File: config.mk
export PLATFORM = sky130hd
export DESIGN_NAME = c_string_escape_decoder_top_flat
export DESIGN_NICKNAME = d
export VERILOG_FILES = /design/src/rtl/core/cesd_pkg.sv /design/src/rtl/core/cesd_if.sv /design/src/rtl/core/c_string_escape_decoder_top.sv /design/src/flat_wrapper.sv
export SDC_FILE = /design/constraint.sdc
export NUM_CORES = 1
export LEC_CHECK = 0
export BUFFER_PORTS_ARGS = -buffer_cell sky130_fd_sc_hd__buf_2
export CORE_ASPECT_RATIO = 1.1
export CORE_UTILIZATION = 60
export DETAILED_ROUTE_END_ITERATION = 10
export PLACE_DENSITY = 0.8
export SKIP_CTS_REPAIR_TIMING = 1
export SYNTH_ARGS = -nofsm -noshare
export SYNTH_HDL_FRONTEND = slang
export SYNTH_SLANG_ARGS = --single-unit
File: constraint.sdc
create_clock -name clk -period 3.19 [get_ports clk]
set_input_delay 0.1595 -clock clk [delete_from_list [all_inputs] [get_ports clk]]
set_output_delay 0.1595 -clock clk [all_outputs]
set_load 0.02 [all_outputs]
File: src/rtl/core/cesd_pkg.sv
`default_nettype none
package cesd_pkg;

  typedef enum logic [2:0] {
    MODE_IDLE   = 3'd0,
    MODE_BSLASH = 3'd1,
    MODE_OCT    = 3'd2,
    MODE_HEX    = 3'd3,
    MODE_DROP   = 3'd4
  } mode_t;

  typedef enum logic [1:0] {
    ST_BYTE     = 2'd0,
    ST_END      = 2'd1,
    ST_UNKNOWN  = 2'd2,
    ST_DANGLING = 2'd3
  } status_t;

  typedef struct packed {
    logic [7:0] out_byte;
    status_t    status;
    logic       last_result;
  } res_t;

  localparam logic [7:0] CH_BSLASH = 8'h5C;
  localparam logic [7:0] CH_X_LO   = 8'h78;
  localparam logic [7:0] CH_X_UP   = 8'h58;

  localparam int unsigned MAX_RES = 3;

  function automatic logic is_octal(input logic [7:0] c);
    return (c >= 8'h30) && (c <= 8'h37);
  endfunction

  // {valid, digit value}
  function automatic logic [4:0] hex_digit(input logic [7:0] c);
    logic [7:0] d;
    d = 8'h00;
    if (c >= 8'h30 && c <= 8'h39) begin
      d = c - 8'h30;
      return {1'b1, d[3:0]};
    end
    if (c >= 8'h61 && c <= 8'h66) begin
      d = c - 8'h57;
      return {1'b1, d[3:0]};
    end
    if (c >= 8'h41 && c <= 8'h46) begin
      d = c - 8'h37;
      return {1'b1, d[3:0]};
    end
    return 5'd0;
  endfunction

  // {hit, decoded byte} for the named escapes
  function automatic logic [8:0] named_escape(input logic [7:0] c);
    logic [8:0] r;
    unique case (c)
      8'h6E:   r = {1'b1, 8'h0A};  // n
      8'h74:   r = {1'b1, 8'h09};  // t
      8'h76:   r = {1'b1, 8'h0B};  // v
      8'h62:   r = {1'b1, 8'h08};  // b
      8'h72:   r = {1'b1, 8'h0D};  // r
      8'h66:   r = {1'b1, 8'h0C};  // f
      8'h61:   r = {1'b1, 8'h07};  // a
      8'h5C:   r = {1'b1, 8'h5C};
      8'h22:   r = {1'b1, 8'h22};
      8'h27:   r = {1'b1, 8'h27};
      default: r = 9'd0;
    endcase
    return r;
  endfunction

endpackage
`default_nettype wire

File: src/rtl/core/cesd_if.sv
`default_nettype none
interface cesd_in_if;
  logic       valid;
  logic       ready;
  logic [7:0] in_byte;
  logic       last_of_string;

  modport source (output valid, in_byte, last_of_string, input ready);
  modport sink   (input valid, in_byte, last_of_string, output ready);
endinterface

interface cesd_out_if;
  logic       valid;
  logic       ready;
  logic [7:0] out_byte;
  logic [1:0] status;
  logic       last_result;

  modport source (output valid, out_byte, status, last_result, input ready);
  modport sink   (input valid, out_byte, status, last_result, output ready);
endinterface
`default_nettype wire

File: src/rtl/core/c_string_escape_decoder_top.sv
// Channel   Dir  Payload                              Handshake
// in_ch     in   in_byte[7:0], last_of_string         valid/ready
// out_ch    out  out_byte[7:0], status[1:0],          valid/ready
//                last_result
//
// One input byte per cycle while out_ch.ready is high and no byte gives more
// than one result. A byte gives 0 to 3 results; the result buffer drains one
// per cycle while ready and holds the decode stage until its last is taken.
// An input register lets a byte be taken while results still wait.
// rst_n is synchronous, active low; it returns the decoder to idle.
`default_nettype none
module c_string_escape_decoder_top
  import cesd_pkg::*;
(
  input  wire              clk,
  input  wire              rst_n,
  cesd_in_if.sink          in_ch,
  cesd_out_if.source       out_ch
);

  logic       ivld_r;
  logic [7:0] ibyte_r;
  logic       ilast_r;

  mode_t      mode_r, mode_nxt;
  logic [8:0] val_r, val_nxt;
  logic [1:0] dig_r, dig_nxt;

  res_t       res_r [MAX_RES];
  logic [1:0] ocnt_r, ocnt_nxt;

  res_t       res_d [MAX_RES];
  logic [1:0] dec_n;

  logic pop, adv, in_xfer;

  assign pop     = (ocnt_r != 2'd0) && out_ch.ready;
  assign adv     = ivld_r && ((ocnt_r == 2'd0) || ((ocnt_r == 2'd1) && out_ch.ready));
  assign in_ch.ready = !ivld_r || adv;
  assign in_xfer = in_ch.valid && in_ch.ready;

  assign out_ch.valid       = (ocnt_r != 2'd0);
  assign out_ch.out_byte    = res_r[0].out_byte;
  assign out_ch.status      = res_r[0].status;
  assign out_ch.last_result = res_r[0].last_result;

  // decode helpers
  logic       c_bs, c_oct, c_x, hex_ok, oct_ok;
  logic [4:0] hx;
  logic [8:0] nm;
  logic [8:0] oct_v, hex_v;

  always_comb begin
    c_bs   = (ibyte_r == CH_BSLASH);
    c_oct  = is_octal(ibyte_r);
    c_x    = (ibyte_r == CH_X_LO) || (ibyte_r == CH_X_UP);
    hx     = hex_digit(ibyte_r);
    nm     = named_escape(ibyte_r);
    oct_ok = c_oct && (dig_r != 2'd3);
    hex_ok = hx[4] && (dig_r < 2'd2);
    oct_v  = {val_r[5:0], ibyte_r[2:0]};
    hex_v  = {val_r[4:0], hx[3:0]};
  end

  // next state
  always_comb begin
    mode_nxt = mode_r;
    val_nxt  = val_r;
    dig_nxt  = dig_r;
    unique case (mode_r)
      MODE_BSLASH: begin
        if (c_oct) begin
          val_nxt  = {6'd0, ibyte_r[2:0]};
          dig_nxt  = 2'd1;
          mode_nxt = MODE_OCT;
          if (ilast_r) begin
            val_nxt  = 9'd0;
            dig_nxt  = 2'd0;
            mode_nxt = MODE_IDLE;
          end
        end else if (c_x) begin
          val_nxt  = 9'd0;
          dig_nxt  = 2'd0;
          mode_nxt = ilast_r ? MODE_IDLE : MODE_HEX;
        end else if (nm[8]) begin
          mode_nxt = MODE_IDLE;
        end else begin
          mode_nxt = ilast_r ? MODE_IDLE : MODE_DROP;
        end
      end
      MODE_OCT, MODE_HEX: begin
        if ((mode_r == MODE_OCT) ? oct_ok : hex_ok) begin
          val_nxt = (mode_r == MODE_OCT) ? oct_v : hex_v;
          dig_nxt = dig_r + 2'd1;
          if (ilast_r || ((mode_r == MODE_OCT) ? (dig_r == 2'd2) : (dig_r == 2'd1))) begin
            val_nxt  = 9'd0;
            dig_nxt  = 2'd0;
            mode_nxt = MODE_IDLE;
          end
        end else begin
          val_nxt  = 9'd0;
          dig_nxt  = 2'd0;
          mode_nxt = (c_bs && !ilast_r) ? MODE_BSLASH : MODE_IDLE;
        end
      end
      MODE_DROP: begin
        if (ilast_r) mode_nxt = MODE_IDLE;
      end
      default: begin
        mode_nxt = (c_bs && !ilast_r) ? MODE_BSLASH : MODE_IDLE;
      end
    endcase
  end

  // results: pending value, main result, end marker
  logic       pre_en, main_en, end_en;
  logic [7:0] pre_byte, main_byte;
  status_t    main_st;
  logic [1:0] idx;

  always_comb begin
    pre_en    = 1'b0;
    pre_byte  = 8'd0;
    main_en   = 1'b0;
    main_byte = 8'd0;
    main_st   = ST_BYTE;
    end_en    = 1'b0;
    unique case (mode_r)
      MODE_BSLASH: begin
        if (c_oct) begin
          main_en   = ilast_r;
          main_byte = {5'd0, ibyte_r[2:0]};
          end_en    = ilast_r;
        end else if (c_x) begin
          main_en = ilast_r;
          end_en  = ilast_r;
        end else if (nm[8]) begin
          main_en   = 1'b1;
          main_byte = nm[7:0];
          end_en    = ilast_r;
        end else begin
          main_en = 1'b1;
          main_st = ST_UNKNOWN;
        end
      end
      MODE_OCT, MODE_HEX: begin
        if ((mode_r == MODE_OCT) ? oct_ok : hex_ok) begin
          main_en   = ilast_r ||
                      ((mode_r == MODE_OCT) ? (dig_r == 2'd2) : (dig_r == 2'd1));
          main_byte = (mode_r == MODE_OCT) ? oct_v[7:0] : hex_v[7:0];
          end_en    = ilast_r;
        end else begin
          pre_en   = 1'b1;
          pre_byte = val_r[7:0];
          if (c_bs) begin
            main_en = ilast_r;
            main_st = ST_DANGLING;
          end else begin
            main_en   = 1'b1;
            main_byte = ibyte_r;
            end_en    = ilast_r;
          end
        end
      end
      MODE_DROP: begin
        main_en = 1'b0;
      end
      default: begin
        if (c_bs) begin
          main_en = ilast_r;
          main_st = ST_DANGLING;
        end else begin
          main_en   = 1'b1;
          main_byte = ibyte_r;
          end_en    = ilast_r;
        end
      end
    endcase
  end

  always_comb begin
    for (int i = 0; i < MAX_RES; i++) begin
      res_d[i] = '0;
    end
    idx = 2'd0;
    if (pre_en) begin
      res_d[idx] = '{out_byte: pre_byte, status: ST_BYTE, last_result: 1'b0};
      idx = idx + 2'd1;
    end
    if (main_en) begin
      res_d[idx] = '{out_byte: (main_st == ST_BYTE) ? main_byte : 8'd0,
                     status: main_st, last_result: 1'b0};
      idx = idx + 2'd1;
    end
    if (end_en) begin
      res_d[idx] = '{out_byte: 8'd0, status: ST_END, last_result: 1'b0};
      idx = idx + 2'd1;
    end
    dec_n = idx;
    if (idx != 2'd0) begin
      res_d[idx - 2'd1].last_result = 1'b1;
    end
  end

  always_comb begin
    ocnt_nxt = ocnt_r;
    if (adv) begin
      ocnt_nxt = dec_n;
    end else if (pop) begin
      ocnt_nxt = ocnt_r - 2'd1;
    end
  end

  always_ff @(posedge clk) begin
    if (!rst_n) begin
      ivld_r <= 1'b0;
      mode_r <= MODE_IDLE;
      val_r  <= 9'd0;
      dig_r  <= 2'd0;
      ocnt_r <= 2'd0;
    end else begin
      if (in_xfer) begin
        ivld_r <= 1'b1;
      end else if (adv) begin
        ivld_r <= 1'b0;
      end
      if (adv) begin
        mode_r <= mode_nxt;
        val_r  <= val_nxt;
        dig_r  <= dig_nxt;
      end
      ocnt_r <= ocnt_nxt;
    end
  end

  always_ff @(posedge clk) begin
    if (in_xfer) begin
      ibyte_r <= in_ch.in_byte;
      ilast_r <= in_ch.last_of_string;
    end
    if (adv) begin
      for (int i = 0; i < MAX_RES; i++) begin
        res_r[i] <= res_d[i];
      end
    end else if (pop) begin
      res_r[0] <= res_r[1];
      res_r[1] <= res_r[2];
    end
  end

`ifndef SYNTHESIS
  a_single_is_last: assert property (@(posedge clk) disable iff (!rst_n)
    (ocnt_r == 2'd1) |-> res_r[0].last_result)
    else $error("single pending result not marked last");

  a_status_byte_zero: assert property (@(posedge clk) disable iff (!rst_n)
    (out_ch.valid && (out_ch.status != ST_BYTE)) |-> (out_ch.out_byte == 8'd0))
    else $error("non-byte result carries data");

  a_oct_digits: assert property (@(posedge clk) disable iff (!rst_n)
    (mode_r == MODE_OCT) |-> ((dig_r == 2'd1) || (dig_r == 2'd2)))
    else $error("octal digit count out of range");

  a_hex_digits: assert property (@(posedge clk) disable iff (!rst_n)
    (mode_r == MODE_HEX) |-> ((dig_r == 2'd0) || (dig_r == 2'd1)))
    else $error("hex digit count out of range");

  a_stall_means_held: assert property (@(posedge clk) disable iff (!rst_n)
    !in_ch.ready |-> (ivld_r && (ocnt_r != 2'd0)))
    else $error("input stalled with nothing pending");
`endif

endmodule
`default_nettype wire

File: src/flat_wrapper.sv
// flat-port wrapper written by rule: the top's interface ports become plain ports
module c_string_escape_decoder_top_flat import cesd_pkg::*;
  (clk, rst_n, in_ch_valid, in_ch_in_byte, in_ch_last_of_string, in_ch_ready, out_ch_valid, out_ch_out_byte, out_ch_status, out_ch_last_result, out_ch_ready);
  cesd_in_if in_ch_i ();
  cesd_out_if out_ch_i ();
  input  wire clk;
  input  wire rst_n;
  input wire logic [$bits(in_ch_i.valid)-1:0] in_ch_valid;
  input wire logic [$bits(in_ch_i.in_byte)-1:0] in_ch_in_byte;
  input wire logic [$bits(in_ch_i.last_of_string)-1:0] in_ch_last_of_string;
  output wire logic [$bits(in_ch_i.ready)-1:0] in_ch_ready;
  output wire logic [$bits(out_ch_i.valid)-1:0] out_ch_valid;
  output wire logic [$bits(out_ch_i.out_byte)-1:0] out_ch_out_byte;
  output wire logic [$bits(out_ch_i.status)-1:0] out_ch_status;
  output wire logic [$bits(out_ch_i.last_result)-1:0] out_ch_last_result;
  input wire logic [$bits(out_ch_i.ready)-1:0] out_ch_ready;
  assign in_ch_i.valid = in_ch_valid;
  assign in_ch_i.in_byte = in_ch_in_byte;
  assign in_ch_i.last_of_string = in_ch_last_of_string;
  assign in_ch_ready = in_ch_i.ready;
  assign out_ch_valid = out_ch_i.valid;
  assign out_ch_out_byte = out_ch_i.out_byte;
  assign out_ch_status = out_ch_i.status;
  assign out_ch_last_result = out_ch_i.last_result;
  assign out_ch_i.ready = out_ch_ready;
  c_string_escape_decoder_top u_core (.clk(clk), .rst_n(rst_n), .in_ch(in_ch_i), .out_ch(out_ch_i));
endmodule
==> flow_summary.json <==
{
  "status": "finished with violations",
  "violations": "DRC",
  "syn_area_mm2": 0.00317,
  "final_common_cell": "nor2_1",
  "slowest_delay_ns": 0.57,
  "ir_drop_mv": 0.250,
  "clock_skew_ns": 0.0106,
  "worst_pin_slew_ns": 0.891,
  "cp-start-kind": "flop",
  "std_cell_rows": 27,
  "syn_avg_cell_area_um2": 9.36,
  "arrival_ns": 3.16,
  "pin_count": 26,
  "setup.worst_path.end_class": "flop",
  "cts_made_buffers": 5,
  "ys_seq_elements": 49,
  "drt-pass1-iter-count": 9,
  "top_usage_layer": "met2",
  "cts.sinks": 49,
  "synth_seq_area_share_pct": 41.3,
  "synth_xor_area_share_pct": 0.828,
  "yosys.area_share.simple_pct": 21.3,
  "max_freq_ghz": 0.321,
  "critPathLaunch": "u_core.ibyte_r[7]$_DFFE_PP_",
  "relSlewSlack_pct": 40.1,
  "vias": 2692,
  "floorplan.initialDensity_pct": 63.1,
  "dp_hpwl_um": 5350,
  "dp.cells": 406,
  "multi_input_comb_area_mm2": 0.00166,
  "grt_pass1_wl_um": 11500,
  "worstPathCellList": "or4b_1, or4_4, a21bo_1, a211o_1, clkinv_2, ha_1, a211oi_2, a22oi_1, o31ai_1",
  "clock_path_buffers": 2,
  "powerDensity_mw_per_mm2": 560,
  "final-max-slew-violation-count": 0,
  "fp.dieH_um": 78.3,
  "p_leak_nw": 1.25,
  "cts_tree": "done",
  "critPathTopFamily": "simple AND/OR/NAND/NOR gates",
  "crit_buf_inv": 1,
  "n_antenna_cell": 0,
  "path_clk_slew_ns": 0.10,
  "grt_usage_pct": 27.0,
  "synthFlopType": "edfxtp_1",
  "core_area_mm2": 0.00503,
  "required_ns": 3.24,
  "finalPower_mw": 1.92,
  "vias_per_cell": 6.50,
  "grt_use_met3_pct": 5.39,
  "drive_above_1_share_pct": 18.0,
  "grt_pass1_vias": 2401,
  "fin_cells": 414,
  "remaining_drc_errors": 5,
  "synth.distinct_cells": 69,
  "wl_per_cell_um": 17.4,
  "grt_max_degree": 23,
  "cpMaxStageDelayCell": "or4b_1",
  "fp.dieW_um": 71.4,
  "finalCritPeriodShare_pct": 97.5,
  "synth_top_family_by_area": "compound AO/OA/AOI/OAI gates",
  "clkLatencyLatePin_ns": 0.31,
  "synth_nets": 365,
  "die_area_mm2": 0.00559,
  "syn-instance-count": 339,
  "drtAntennaViolNets": 0,
  "routed_wl_um": 7200,
  "synthArstFlopShare_pct": 0,
  "htree_levels": 2,
  "crit_type": "flop to flop",
  "grt_overflow_total": 0,
  "layout_common_cells": "nor2_1, edfxtp_1, a21oi_1",
  "rsz0062_at_grt": "yes",
  "hp-class": "primary input to flop",
  "yosys_warnings": 0,
  "met2_usage_pct": 42.7,
  "fillCellCount": 376,
  "use_met1_pct": 33.3,
  "regArea_mm2": 0.00131,
  "critical_path.reg2reg.startpoint": "u_core.ibyte_r[7]$_DFFE_PP_",
  "cp_max_fo": 8,
  "finalNetCount": 381,
  "finalHoldViolCount": 0,
  "synthMuxAreaShare_pct": 2.64,
  "place_congestion": 0.975,
  "areaGrowthSynthToFinish_pct": 7.88,
  "tns_ns": 0,
  "antenna_found_initial": 0,
  "drv_cap": 0,
  "setup_viol": 0,
  "synth_edf_count": 33,
  "synth-adder-area-share_pct": 5.12,
  "hold_path.startpoint": "in_ch_in_byte[2]",
  "clock-root-buffer": "clkbuf_8",
  "synth-compound-area-share_pct": 22.0,
  "drtIter0Drc": 240,
  "port_buffers": 25,
  "fin_crit_ns": 3.11,
  "utilization_pct": 68.0
}
metal layers:
metal / up-vias / part of all wire [%]
met5: - / 0
met4: 0 / 4.9
met3: 30 / 7.0
met2: 140 / 47
met1: 1238 / 41
li1: 1284 / -
cell type report:
type | count | share of cell area, %
Clock buffer | 5 | 2.01
Clock inverter | 3 | 1.35
Inverter | 14 | 1.57
Multi-Input combinational cell | 248 | 48.4
Sequential cell | 49 | 38.3
Tap cell | 58 | 2.12
Timing Repair Buffer | 37 | 6.28
cells by family (layout without fill, tap and decap cells):
family / after synthesis / count (layout)
simple gates: 122 / 122
compound gates: 102 / 102
flops: 49 / 49
buf+inv: 42 / 59
fa+ha+maj: 13 / 13
mux: 8 / 8
xor+xnor: 3 / 3
state kept, by name, summed over array words and instances (netlist names):
signal          cells
u_core.ibyte_r      8
u_core.ivld_r       1
u_core.dig_r        2
u_core.ocnt_r       2
u_core.res_r       24
u_core.ilast_r      1
u_core.val_r        8
u_core.mode_r       3
cells in the mapped netlist, types with 3 or more instances:
| library cell | count | share of area, % |
|---|---|---|
| o21ai_1 | 7 | 1.1 |
| nor2b_1 | 3 | 0.59 |
| edfxtp_1 | 33 | 31 |
| dfxtp_1 | 16 | 10 |
| xnor2_1 | 3 | 0.83 |
| o21ai_0 | 11 | 1.7 |
| and3_1 | 3 | 0.59 |
| nand3b_1 | 3 | 0.71 |
| a21oi_1 | 26 | 4.1 |
| mux2i_1 | 5 | 1.6 |
| a211oi_1 | 4 | 0.95 |
| clkbuf_1 | 9 | 1.1 |
| o22ai_1 | 4 | 0.79 |
| ha_1 | 13 | 5.1 |
| nor3_1 | 11 | 1.7 |
| o31ai_1 | 5 | 1.2 |
| and2_1 | 4 | 0.79 |
| a22oi_1 | 9 | 2.1 |
| nand2_1 | 21 | 2.5 |
| mux2_2 | 3 | 1.1 |
| nand3_1 | 5 | 0.79 |
| inv_1 | 13 | 1.5 |
| a31oi_1 | 8 | 1.6 |
| nor3b_1 | 3 | 0.71 |
| or4_1 | 4 | 0.95 |
| nand2b_1 | 11 | 2.2 |
| buf_2 | 6 | 0.95 |
| nor2_1 | 34 | 4.0 |
| nor4_1 | 3 | 0.59 |
| buf_4 | 11 | 2.6 |
metrics by stage:
| step | instance area (um^2) | setup WS (ns) | hold slack [ns] |
|---|---|---|---|
| after floorplan | 3170 | 0.360 | 0.258 |
| after global placement | 3300 | 0.244 | 0.336 |
| after detailed placement | 3300 | 0.150 | 0.338 |
| after CTS | 3420 | 0.133 | 0.0182 |
| after global routing | 3420 | -0.0210 | 0.00694 |
| final | 3420 | 0.0792 | 0.0211 |
final timing paths:
path	slack, ns	to	cells after the start
max	0.08	u_core.res_r[0][5]$_DFFE_PP_	9
min	0.02	u_core.ibyte_r[2]$_DFFE_PP_	1
max reg2reg	0.08	u_core.res_r[0][5]$_DFFE_PP_	9
min reg2reg	0.47	u_core.val_r[7]$_SDFFE_PN0P_	2
where the power goes:
part	internal, mW	leakage (nW)	switching (mW)
combinational	0.187	0.749	0.373
clock	0.235	0.0543	0.211
sequential	0.861	0.450	0.0510
total	1.28	1.25	0.635
Note: power is estimated with default switching activity, not from simulation.
